===== src/isam_pkg.sv =====
// Shared constants for the interval-scheduled audio mute core.
`timescale 1ns / 1ps

package isam_pkg;

    localparam int ENTRIES_DEF     = 8;
    localparam int TIME_BITS_DEF   = 40;
    localparam int SAMPLE_BITS_DEF = 32;

    // Request field widths
    localparam int IDX_W    = 3;
    localparam int TIME_W   = 40;
    localparam int SAMPLE_W = 32;

    // Input tdata layout, lowest bit first
    localparam int IDX_LSB    = 0;
    localparam int START_LSB  = IDX_LSB + IDX_W;
    localparam int END_LSB    = START_LSB + TIME_W;
    localparam int MODE_LSB   = END_LSB + TIME_W;
    localparam int SAMPLE_LSB = MODE_LSB + 1;
    localparam int IN_FIELDS_W = SAMPLE_LSB + SAMPLE_W;
    localparam int IN_DATA_W  = ((IN_FIELDS_W + 7) / 8) * 8;

    // Slot compare width, covers the largest table
    localparam int SLOT_W = 7;

    // Action codes carried on s_axis_tuser
    localparam logic ACT_SAMPLE = 1'b0;
    localparam logic ACT_LOAD   = 1'b1;

endpackage


===== src/interval_scheduled_audio_mute_core.sv =====
// Interval-scheduled audio mute core: interval table scan and sample gate.
`timescale 1ns / 1ps

// Each sample request is passed through or zeroed when the frame time plus one
// (saturating) lies inside a valid mute interval of the table. The table lives
// in one synchronous RAM with a single read port; a sample request walks all
// ENTRIES slots one per cycle, retiring entries that have ended, and passes
// through accept, scan and result steps; the result step waits while the output
// register is still full. A load request writes one slot. A finished result
// waits in the output register while the next request is accepted. Frame time
// advances after a sample with tlast set and saturates at its top value.
module interval_scheduled_audio_mute_core
    import isam_pkg::*;
#(
    parameter int ENTRIES     = ENTRIES_DEF,
    parameter int TIME_BITS   = TIME_BITS_DEF,
    parameter int SAMPLE_BITS = SAMPLE_BITS_DEF
)
(
    input  logic                 clk,
    input  logic                 rst_n,
    input  logic                 s_axis_tvalid,
    output logic                 s_axis_tready,
    // entry_index, start_time, end_time, mute_mode, sample, zero fill
    input  logic [IN_DATA_W-1:0] s_axis_tdata,
    // action
    input  logic [0:0]           s_axis_tuser,
    input  logic                 s_axis_tlast,
    output logic                 m_axis_tvalid,
    input  logic                 m_axis_tready,
    // sample_out
    output logic [SAMPLE_W-1:0]  m_axis_tdata,
    // muted
    output logic [0:0]           m_axis_tuser
);

    localparam int ADDR_W = (ENTRIES > 1) ? $clog2(ENTRIES) : 1;
    localparam int CNT_W  = $clog2(ENTRIES + 1);
    localparam int ENT_W  = 2 * TIME_BITS + 1;

    typedef enum logic [2:0] {
        ST_IDLE = 3'b001,
        ST_SCAN = 3'b010,
        ST_OUT  = 3'b100
    } state_t;

    state_t                 state_reg, state_next;
    logic [ENTRIES-1:0]     valid_reg, valid_next;
    logic [TIME_BITS-1:0]   frame_reg, frame_next;
    logic [TIME_BITS-1:0]   t_reg, t_next;
    logic [CNT_W-1:0]       issue_reg, issue_next;
    logic                   chk_vld_reg, chk_vld_next;
    logic [ADDR_W-1:0]      chk_idx_reg, chk_idx_next;
    logic                   hit_reg, hit_next;
    logic                   last_reg, last_next;
    logic [SAMPLE_W-1:0]    smp_reg, smp_next;
    logic                   out_vld_reg, out_vld_next;
    logic [SAMPLE_W-1:0]    out_data_reg, out_data_next;
    logic                   out_mute_reg, out_mute_next;

    logic [ENT_W-1:0]       mem [0:ENTRIES-1];
    logic [ENT_W-1:0]       rd_data_reg;

    logic                   accept;
    logic                   is_load;
    logic [SLOT_W-1:0]      slot_wide;
    logic                   wr_en;
    logic [ADDR_W-1:0]      wr_addr;
    logic [ENT_W-1:0]       wr_data;
    logic                   rd_en;
    logic [ADDR_W-1:0]      rd_addr;
    logic [TIME_BITS-1:0]   ent_start;
    logic [TIME_BITS-1:0]   ent_end;
    logic                   ent_mute;
    logic                   ent_ended;
    logic                   ent_hit;
    logic [TIME_BITS-1:0]   t_calc;
    logic [SAMPLE_W-1:0]    smp_ext;

    assign s_axis_tready = (state_reg == ST_IDLE);
    assign accept        = s_axis_tvalid && s_axis_tready;
    assign is_load       = (s_axis_tuser[0] == ACT_LOAD);

    assign slot_wide = SLOT_W'(s_axis_tdata[IDX_LSB +: IDX_W]);
    assign wr_en     = accept && is_load && (slot_wide < SLOT_W'(ENTRIES));
    assign wr_addr   = slot_wide[ADDR_W-1:0];
    assign wr_data   = {s_axis_tdata[MODE_LSB],
                        TIME_BITS'(s_axis_tdata[END_LSB +: TIME_W]),
                        TIME_BITS'(s_axis_tdata[START_LSB +: TIME_W])};

    assign rd_en   = (state_reg == ST_SCAN) && (issue_reg < CNT_W'(ENTRIES));
    assign rd_addr = issue_reg[ADDR_W-1:0];

    assign ent_start = rd_data_reg[TIME_BITS-1:0];
    assign ent_end   = rd_data_reg[2*TIME_BITS-1:TIME_BITS];
    assign ent_mute  = rd_data_reg[ENT_W-1];
    assign ent_ended = ent_end < t_reg;
    assign ent_hit   = valid_reg[chk_idx_reg] && !ent_ended && ent_mute
                       && (ent_start <= t_reg);

    assign t_calc  = (frame_reg == {TIME_BITS{1'b1}}) ? frame_reg : frame_reg + 1'b1;
    assign smp_ext = SAMPLE_W'(signed'(s_axis_tdata[SAMPLE_LSB +: SAMPLE_BITS]));

    // Table RAM, one write and one registered read per cycle
    always_ff @(posedge clk)
    begin
        if (wr_en)
        begin
            mem[wr_addr] <= wr_data;
        end
        if (rd_en)
        begin
            rd_data_reg <= mem[rd_addr];
        end
    end

    always_comb
    begin
        state_next    = state_reg;
        valid_next    = valid_reg;
        frame_next    = frame_reg;
        t_next        = t_reg;
        issue_next    = issue_reg;
        chk_vld_next  = 1'b0;
        chk_idx_next  = chk_idx_reg;
        hit_next      = hit_reg;
        last_next     = last_reg;
        smp_next      = smp_reg;
        out_vld_next  = out_vld_reg;
        out_data_next = out_data_reg;
        out_mute_next = out_mute_reg;

        if (out_vld_reg && m_axis_tready)
        begin
            out_vld_next = 1'b0;
        end

        case (state_reg)
            ST_IDLE:
            begin
                if (accept)
                begin
                    if (is_load)
                    begin
                        if (wr_en)
                        begin
                            valid_next[wr_addr] = 1'b1;
                        end
                    end
                    else
                    begin
                        t_next     = t_calc;
                        issue_next = '0;
                        hit_next   = 1'b0;
                        last_next  = s_axis_tlast;
                        smp_next   = smp_ext;
                        state_next = ST_SCAN;
                    end
                end
            end
            ST_SCAN:
            begin
                if (rd_en)
                begin
                    chk_vld_next = 1'b1;
                    chk_idx_next = rd_addr;
                    issue_next   = issue_reg + 1'b1;
                end
                if (chk_vld_reg)
                begin
                    if (valid_reg[chk_idx_reg] && ent_ended)
                    begin
                        valid_next[chk_idx_reg] = 1'b0;
                    end
                    hit_next = hit_reg || ent_hit;
                    if (chk_idx_reg == ADDR_W'(ENTRIES - 1))
                    begin
                        state_next = ST_OUT;
                    end
                end
            end
            ST_OUT:
            begin
                if (!out_vld_reg || m_axis_tready)
                begin
                    out_vld_next  = 1'b1;
                    out_data_next = hit_reg ? '0 : smp_reg;
                    out_mute_next = hit_reg;
                    if (last_reg)
                    begin
                        frame_next = t_reg;
                    end
                    state_next = ST_IDLE;
                end
            end
            default:
            begin
                state_next = ST_IDLE;
            end
        endcase
    end

    always_ff @(posedge clk or negedge rst_n)
    begin
        if (!rst_n)
        begin
            state_reg   <= ST_IDLE;
            valid_reg   <= '0;
            frame_reg   <= '0;
            issue_reg   <= '0;
            chk_vld_reg <= 1'b0;
            out_vld_reg <= 1'b0;
        end
        else
        begin
            state_reg   <= state_next;
            valid_reg   <= valid_next;
            frame_reg   <= frame_next;
            issue_reg   <= issue_next;
            chk_vld_reg <= chk_vld_next;
            out_vld_reg <= out_vld_next;
        end
    end

    always_ff @(posedge clk)
    begin
        t_reg        <= t_next;
        chk_idx_reg  <= chk_idx_next;
        hit_reg      <= hit_next;
        last_reg     <= last_next;
        smp_reg      <= smp_next;
        out_data_reg <= out_data_next;
        out_mute_reg <= out_mute_next;
    end

    assign m_axis_tvalid   = out_vld_reg;
    assign m_axis_tdata    = out_data_reg;
    assign m_axis_tuser[0] = out_mute_reg;

endmodule

===== config.mk =====
export PLATFORM = sky130hd
export DESIGN_NAME = interval_scheduled_audio_mute_core
export DESIGN_NICKNAME = d
export VERILOG_FILES = /design/src/isam_pkg.sv /design/src/interval_scheduled_audio_mute_core.sv
export SDC_FILE = /design/constraint.sdc
export NUM_CORES = 1
export LEC_CHECK = 0
export BUFFER_PORTS_ARGS = -buffer_cell sky130_fd_sc_hd__buf_2
export CAP_MARGIN = 30
export CORE_UTILIZATION = 45
export CTS_BUF_LIST = sky130_fd_sc_hd__clkbuf_2 sky130_fd_sc_hd__clkbuf_4 sky130_fd_sc_hd__clkbuf_8
export DETAILED_ROUTE_END_ITERATION = 10
export PLACE_DENSITY = 0.72
export REMOVE_ABC_BUFFERS = 1
export SKIP_LAST_GASP = 1
export SLEW_MARGIN = 20
export SYNTH_ARGS = -nofsm -noshare
export SYNTH_HDL_FRONTEND = slang
export SYNTH_SLANG_ARGS = --single-unit

===== constraint.sdc =====
create_clock -name clk -period 8.9 [get_ports clk]
set_clock_uncertainty 0.2 [all_clocks]
set_input_delay 0.89 -clock clk [delete_from_list [all_inputs] [get_ports clk]]
set_output_delay 0.89 -clock clk [all_outputs]
set_load 0.01 [all_outputs]

Yosys cells after proc, flatten, opt, wreduce, memory -nomap -nowiden
Memory sizes are Yosys's and may differ from the RTL's. A register that Yosys moved wholly into a read port is not among the register bits.
Index checks and enable logic that the tools add are counted.
- add/sub/neg operators: 2
- magnitude comparators: 8
- eq/ne operators: 14
- mux-type cells: 34
- bitwise logic cells: 4
- reductions and logical operators: 24
- operators by type and width (operator ; number):
    adder 40 x 1 -> 40 bit, second input constant ; 1
    == test 40 bit, second input constant ; 1
    <= comparator 40 bit ; 1
    < comparator 40 bit ; 1
    2-to-1 mux 40 bit ; 1
    2-to-1 mux 8 bit ; 5
    one-hot mux 8 bit (2 select lines) ; 1
    2-to-1 mux 3 bit ; 5
    2-to-1 mux 1 bit ; 13
    < comparator 3 x 4 -> 1 bit, second input constant ; 3
    2-to-1 mux 4 bit ; 3
    logical AND 1 bit ; 11
    != test 2 x 1 -> 1 bit, second input constant ; 5
    one-hot mux 3 bit (3 select lines) ; 1
    bitwise AND 8 bit ; 1
    != test 2 bit, second input constant ; 4
    NOT 8 bit ; 1
    OR 8 bit ; 1
    one-hot mux 4 bit (2 select lines) ; 1
    AND reduction 4 bit ; 2
    demux 1 bit (select 3 bit) ; 2
    == test 3 bit, second input constant ; 2
    >= comparator 3 x 1 -> 1 bit, second input constant ; 2
    AND reduction 3 bit ; 2
    13 further kinds ; 16
- bits in registers: 167
- memory bits (writable): 648
- word-level logic and storage cells: 100
- memories: 1
- memories (name ; words ; width ; read ports ; clocked after Yosys merged registers in ; write ports ; line ; RTL):
    mem ; 8 ; 81 ; 1 ; 1 ; 1 ; interval_scheduled_audio_mute_core.sv:61 ; logic [ENT_W-1:0] mem [0:ENTRIES-1];

Longest topological paths before layout
Gate-level depths: netlist of run 1.
- depth after elaboration: 9
- depth in mapped cells: 9
- depth with buffers taken out: 9

Least setup slack after synthesis of run 1
Ideal clock, no wire load.
- path kind: flip-flop to flip-flop
- start: register state_reg[0]
- end: memory mem[4][0] (netlist name) (enable)
- data arrival time: 6821 ps
- required time: 8078 ps
- slack: 1257 ps
- cell stages (with the launch flop): 5
- cells stage by stage: dfstp_2 > nor3b_1 > and2_1 > nand3_1 > nor3_1
- word-level cells in the longest chain between the ends: 6
- ends and longest elaborated chain (item ; line ; RTL):
    start: declaration ; interval_scheduled_audio_mute_core.sv:47 ; state_t state_reg, state_next;
    start signal: assignment ; interval_scheduled_audio_mute_core.sv:216 ; state_reg <= state_next;
    == test 3 x 1 -> 1 bit ; interval_scheduled_audio_mute_core.sv:80 ; assign s_axis_tready = (state_reg == ST_IDLE);
    net s_axis_tready ; interval_scheduled_audio_mute_core.sv:23 ; output logic s_axis_tready,
    logical AND 1 bit ; interval_scheduled_audio_mute_core.sv:81 ; assign accept = s_axis_tvalid && s_axis_tready;
    logical AND 1 bit (2 in a row) ; interval_scheduled_audio_mute_core.sv:85 ; assign wr_en = accept && is_load && (slot_wide < SLOT_W'(ENTRIES));
    2-to-1 mux 1 bit ; interval_scheduled_audio_mute_core.sv:107 ; if (wr_en)
    2-to-1 mux 1 bit (not written as such) ; interval_scheduled_audio_mute_core.sv:109 ; mem[wr_addr] <= wr_data;
    end: declaration ; interval_scheduled_audio_mute_core.sv:61 ;
The timed path passes the listed nets, and every way through them passes these cells.

Final worst setup path of run 1
- start: register state_reg[0]
- end: memory mem[7][44] (netlist name) (enable)
- word-level cells in the longest chain between the ends: 6
- ends and longest elaborated chain (item ; line):
    == test 3 x 1 -> 1 bit ; interval_scheduled_audio_mute_core.sv:80
    logical AND 1 bit ; interval_scheduled_audio_mute_core.sv:81
    logical AND 1 bit (2 in a row) ; interval_scheduled_audio_mute_core.sv:85
    2-to-1 mux 1 bit ; interval_scheduled_audio_mute_core.sv:107
    2-to-1 mux 1 bit (not written as such) ; interval_scheduled_audio_mute_core.sv:109
Every way passes these cells.

==> results of run 1 <==
[synth_stat cells, drive strengths merged (2+ instances only)]
cell,number,share of area [%]
a31oi,2,0.036
a221oi,3,0.075
or3,2,0.036
nand3b,2,0.043
edfxtp,839,72
a21oi,31,0.47
o211ai,3,0.064
nor2b,37,0.66
nand3,33,0.47
dfrtp,56,4.0
inv,46,0.49
nor3,12,0.21
o21ai,51,0.73
nand4,29,0.56
xor2,15,0.37
nor4,3,0.096
ha,81,2.9
a21o,12,0.26
or4,5,0.11
and4,5,0.15
or2,2,0.043
clkbuf,36,0.38
mux4,164,10
xnor2,23,0.57
o41ai,2,0.050
nor2,35,0.38
mux2,83,2.7
and3,8,0.17
and2,2,0.039
nand2,81,0.87
nand2b,10,0.18
buf,25,0.35
a211oi,8,0.17
[per-layer routing]
layer | share of wire, % | global-route usage, % | routed length [um]
met5 | 0.18 | 0 | 126
met4 | 2.1 | 6.619 | 1495
met3 | 6.1 | 4.765 | 4324
met2 | 49 | 30.02 | 34640
met1 | 43 | 23.81 | 30250
[power by group through the flow]
stage | Combinational [W] | Clock, W | Sequential [W]
2_1_floorplan | 0.000555 | 0 | 0.00492
3_3_place_gp | 0.000702 | 0 | 0.00485
3_5_place_dp | 0.000730 | 0 | 0.00485
4_1_cts | 0.000747 | 0.00370 | 0.00476
5_1_grt | 0.000815 | 0.00387 | 0.00477
6_report | 0.000750 | 0.00360 | 0.00476
[through the flow]
step	hold slack (ps)	power [W]	instance area, sq um
after global routing	15.95	0.009452	40800
after floorplan	244.3	0.005476	34920
after detailed placement	265.5	0.005580	37430
final	53.64	0.009116	40810
after CTS	0.8517	0.009211	40690
after global placement	253.8	0.005550	37280
[path summary, 6_finish.rpt]
check                            startpoint      endpoint  slack [ps]  cells past startpoint
hold / removal                        rst_n  frame_reg[0]          50                      2
setup / recovery               state_reg[0]    mem[7][44]        4870                      6
setup reg to reg               state_reg[0]    mem[7][44]        4870                      6
min in group clk           s_axis_tdata[92]    smp_reg[8]          80                      1
max in group asynchronous             rst_n  issue_reg[1]        7780                      2
hold reg to reg                valid_reg[6]  valid_reg[6]         280                      1
[layout by cell type, fill, tap and decap left out, types with 4 or more instances in the layout]
master / Yosys / routed
a211oi_1: 8 / 8
a21o_1: 12 / 12
a21oi_1: 30 / 30
and3_1: 6 / 6
buf_12: 0 / 4
buf_16: 0 / 6
buf_2: 18 / 156
buf_4: 0 / 27
bufinv_16: 0 / 8
clkbuf_4: 0 / 50
clkbuf_8: 0 / 147
clkinv_1: 0 / 28
clkinv_2: 0 / 5
dfrtp_1: 56 / 53
diode_2: 0 / 5
dlygate4sd3_1: 0 / 30
edfxtp_1: 839 / 839
ha_1: 81 / 81
inv_1: 46 / 44
inv_12: 0 / 4
inv_6: 0 / 4
mux2_2: 83 / 83
mux4_2: 164 / 164
nand2_1: 80 / 79
nand2b_1: 9 / 9
nand3_1: 33 / 33
nand4_1: 28 / 28
nor2_1: 34 / 27
nor2_4: 0 / 6
nor2b_1: 37 / 37
nor3_1: 9 / 7
nor3_2: 3 / 5
o21ai_0: 50 / 50
or4_1: 5 / 5
xnor2_1: 23 / 23
xor2_1: 15 / 15
[layout make-up]
type	instances	area share (%)
Antenna cell	5	0.03066
Clock buffer	197	5.878
Clock inverter	56	1.374
Inverter	46	0.4262
Multi-Input combinational cell	754	20.06
Sequential cell	896	65.26
Tap cell	1040	3.189
Timing Repair Buffer	224	3.784
[repair_timing]
action	CTS	global route
endpoints found under the setup margin	0	0
hold endpoints to repair	30	0
hold buffers	30	0
[logic make-up after synthesis]
family,after synthesis,share of synthesized area [%]
AO/OA/AOI/OAI,118,1.999
XOR/XNOR,38,0.9461
adder cells (fa/ha/maj),81,2.881
buffers and inverters,107,1.227
flip-flops,896,75.68
multiplexers,247,13.16
AND/OR/NAND/NOR,270,4.112
==> results.yml, run 1 <==
sta:
  drv_slew: 0
  tightest_slew_ps: 1002
  period_needed_ps: 4026
  worst_slack_ps: 4874
  tns_ps: 0
  finalCritPeriodShare_pct: 45.24
  slew_headroom_pct: 33.20
  grt_setup_unrepaired: "false"
  max_clock_freq_ghz: 0.2484
  hold_viol: 0
  setup_violations: 0
detailed_routing:
  drcViolationCount: 0
  wl_per_cell_um: 22.01
  via_per_inst: 5.394
  drt_iter0_markers: 1241
  dr_total_vias: 17358
  postRouteAntennaNets: 0
  first_pass_iters: 7
  wl_um: 70840
clock_network:
  cts_resized: 0
  post_cts_buffers: 0
  tritoncts: "yes"
  cts.clk_slew.worst_paths_ps: 60
  htree_levels: 4
  clockBufferDepth: 3
  cts.sinks: 896
  root_buffer: "clkbuf_8"
  clock_latency_ps: 810
  cts_buffers: 146
power_and_ir_drop:
  p_clk_share_pct: 39.5
  switching_power_w: 0.002002
  p_leak_nw: 13.72
  power_frac_seq_pct: 52.2
  peakVddDrop_v: 0.0001398
  p_per_area_nw_per_um2: 223.4
  pwr-share-comb_pct: 8.2
  p_sw_share_pct: 21.96
  p_int_w: 0.007114
layout:
  syn2layout_area_growth_pct: 16.01
  layout.nets: 2275
  postLayoutCoreUtil_pct: 52.76
  fin_cells: 3218
  drive_gt1_share_pct: 32.17
  largest_reg_flops: 648
  seq_area_sq_um: 26630
  nFillCells: 5939
  multi_input_area_sq_um: 8184
die:
  coreArea_sq_um: 77340
  die-area_sq_um: 79290
  fp-row-count: 102
  pin_count: 161
  start_util_pct: 45.48
  die_h_um: 281.6
  die_x_um: 281.6
global_route:
  grt_pass1_vias: 18477
  grt_max_degree: 80
  grt_pass1_wl_um: 108200
  overflow: 0
  track_usage_pct: 18.38
  antenna_found_initial: 14
critical_path:
  crit_chain: "nor3b_1 > and2_1 > nand3_1 > nor2_4 > buf_4 > buf_4"
  worstPathRequired_ps: 9110
  crit_slowest_cell: "nor2_4"
  path_max_fanout: 34
  startpoint_type: "register"
  cp.arrival_ps: 4240
  cp_common_cell: "buf_4"
  max_stage_delay_ps: 720
  crit_family: "simple AND/OR/NAND/NOR gates"
  endpoint_kind: "register"
  critical_path_class: "register to register"
  critPathBufInv: 2
synthesis:
  synthFlopType: "edfxtp_1"
  synth.avg_cell_area_sq_um: 20.02
  postSynthCellCount: 1757
  ys_async_sr_fraction_pct: 6.362
  yosysSeqAreaShare_pct: 75.68
  ys_warn_count: 0
  syn_area_sq_um: 35180
  synth.distinct_cells: 58
  synth-edff-count: 839
  synth-seq-cells: 896
status:
  outcome: "finished clean"
placed_design:
  routabilityCongestion: 0.8509
  dp_hpwl_um: 40950
  post-place-ws_ps: 4750
  dp_cells: 2926
  port_buffers: 156
run:
  maxCapViolCount: 0
hold_path:
  hp-class: "input port to async pin"
Power figures use the tool's default switching activity.
==> run 2: changes to the inputs <==
==> constraint.sdc (replaced) <==
create_clock -name clk -period 3.83 [get_ports clk]
set_clock_uncertainty 0.2 [all_clocks]
set_input_delay 0.383 -clock clk [delete_from_list [all_inputs] [get_ports clk]]
set_output_delay 0.383 -clock clk [all_outputs]
set_load 0.01 [all_outputs]
==> results.yml, run 2 (same netlist as run 1, synthesis figures left out) <==
critical_path:
  crit_slowest_cell: "dlygate4sd3_1"
  startpoint_type: "register"
  startpoint: "state_reg[0]"
  r2r-start: "state_reg[0]"
  worstPathRequired_ps: 4060
  endpoint_kind: "register"
  critPathBufInv: 2
  cp.arrival_ps: 3560
  crit_family: "simple AND/OR/NAND/NOR gates"
  path_max_fanout: 35
  max_stage_delay_ps: 760
  critical_path_class: "register to register"
  crit_chain: "nor3b_1 > and2_1 > nand3b_1 > nor3_2 > dlygate4sd3_1 > buf_12"
layout:
  largest_reg_flops: 648
  final_cell_area_sq_um: 41610
  syn2layout_area_growth_pct: 18.28
  fin_cells: 3309
  drive_gt1_share_pct: 30.58
  layout.nets: 2364
  final_cell_mix: "839 x edfxtp_1, 164 x mux4_2, 156 x buf_2"
  seq_area_sq_um: 26630
  nFillCells: 5956
  multi_input_area_sq_um: 8184
  layout_commonest_cell: "edfxtp_1"
hold_path:
  min-delay-start: "s_axis_tdata[2]"
  hp-class: "input port to register"
die:
  start_util_pct: 45.48
  die-area_sq_um: 79290
  fp-row-count: 102
  die_x_um: 281.6
  coreArea_sq_um: 77340
  die_h_um: 281.6
  pin_count: 161
status:
  outcome: "finished clean"
detailed_routing:
  via_per_inst: 5.336
  routedLengthMet1_um: 30180
  top_layer: "met5"
  first_pass_iters: 7
  wl_met2_um: 34110
  postRouteAntennaNets: 0
  drt_iter0_markers: 1413
  wl_um: 70380
  wl_per_cell_um: 21.27
  drcViolationCount: 0
  dr_total_vias: 17656
  wl_met3_um: 4788
global_route:
  overflow: 0
  antenna_found_initial: 9
  track_usage_pct: 18.30
  grt_pass1_vias: 18625
  grt_pass1_wl_um: 108200
  grt_max_degree: 85
power_and_ir_drop:
  p_sw_share_pct: 22.39
  p_leak_nw: 14.01
  peakVddDrop_v: 0.0003022
  switching_power_w: 0.004639
  p_per_area_nw_per_um2: 497.9
  pwr-share-comb_pct: 8.9
  p_int_w: 0.01608
  p_clk_share_pct: 37.8
  power_frac_seq_pct: 53.4
placed_design:
  dp_hpwl_um: 40410
  dp_cells: 2927
  routabilityCongestion: 0.8333
  port_buffers: 156
  place_area_sq_um: 37570
sta:
  setup_violations: 0
  period_needed_ps: 3326
  slew_headroom_pct: 40.92
  hold_viol: 0
  max_clock_freq_ghz: 0.3007
  grt_setup_unrepaired: "false"
  tightest_slew_ps: 883.3
  drv_slew: 0
  finalCritPeriodShare_pct: 86.83
clock_network:
  tritoncts: "yes"
  cts.sinks: 896
  clock_latency_ps: 800
  cts.clk_slew.worst_paths_ps: 60
  root_buffer: "clkbuf_8"
  htree_levels: 4
  clockBufferDepth: 3
  cts_buffers: 143
  cts_resized: 0
run:
  maxCapViolCount: 0
## run 2: cell types whose count changed in the layout (fill, tap and decap cells not counted), moves of 3 or more
| cell | before | now |
|---|---|---|
| buf_12 | 4 | 20 |
| inv_6 | 4 | 1 |
| inv_12 | 4 | 0 |
| dlygate4sd3_1 | 30 | 124 |
| buf_16 | 6 | 0 |
| buf_4 | 27 | 16 |
| bufinv_16 | 8 | 2 |
| clkinv_2 | 5 | 15 |
| clkinv_1 | 28 | 31 |
| clkbuf_4 | 50 | 43 |
## run 2: routing by layer
| layer | vias up | global-route usage, % |
|---|---|---|
| li1 | 7931 | - |
| met1 | 9030 | 24.50 |
| met2 | 576 | 29.56 |
| met3 | 113 | 4.466 |
| met4 | 6 | 5.881 |
| met5 | - | 0 |
## run 2: timing repair
action | CTS | global route
buffers inserted | 0 | 0
hold endpoints to repair | 769 | 0
hold buffers | 124 | 0
## run 2: worst paths after layout
check	to	slack, ps	cells past startpoint
setup / recovery	mem[0][6]	500	6
hold / removal	mem[2][80]	80	3
setup reg to reg	mem[0][6]	500	6
hold reg to reg	valid_reg[1]	290	1
max in group asynchronous	issue_reg[2]	1520	4
min in group asynchronous	state_reg[0]	500	3
## run 2: final cells by class
cell class              instances  area share [%]
clock inverters                61          0.9894
inverters                      46          0.4180
repair buffers                316           6.111
flip-flops and latches        896           64.01
clock buffers                 190           5.638
diodes                          6         0.03609
multi-input cells             754           19.67
well taps                    1040           3.127
## run 2: metrics by stage
step	total power, W	setup TNS [ps]	worst slack, ps	hold slack (ps)	utilization, %
final	0.02071	0	504.4	79.13	53.80
after CTS	0.02095	0	476.3	6.681	53.75
after detailed placement	0.01301	0	707.2	191.5	48.58
after global routing	0.02151	0	305.2	50.08	53.80
after floorplan	0.01272	-1762630	-3818	-112.6	-
after global placement	0.01296	0	782.7	175.7	48.58
## run 2: tightest hold or removal path, cell delays in order
cell      delay, ps
buf_2            90
nand3b_1        340
nor2_4          100
## run 2: power groups by stage
stage,combinational (W),sequential (W),clock [W]
floorplan,0.00129,0.0114,0
global placement,0.00171,0.0112,0
detailed placement,0.00175,0.0113,0
CTS,0.00188,0.0111,0.00802
global route,0.00199,0.0111,0.00845
finish,0.00183,0.0111,0.00782
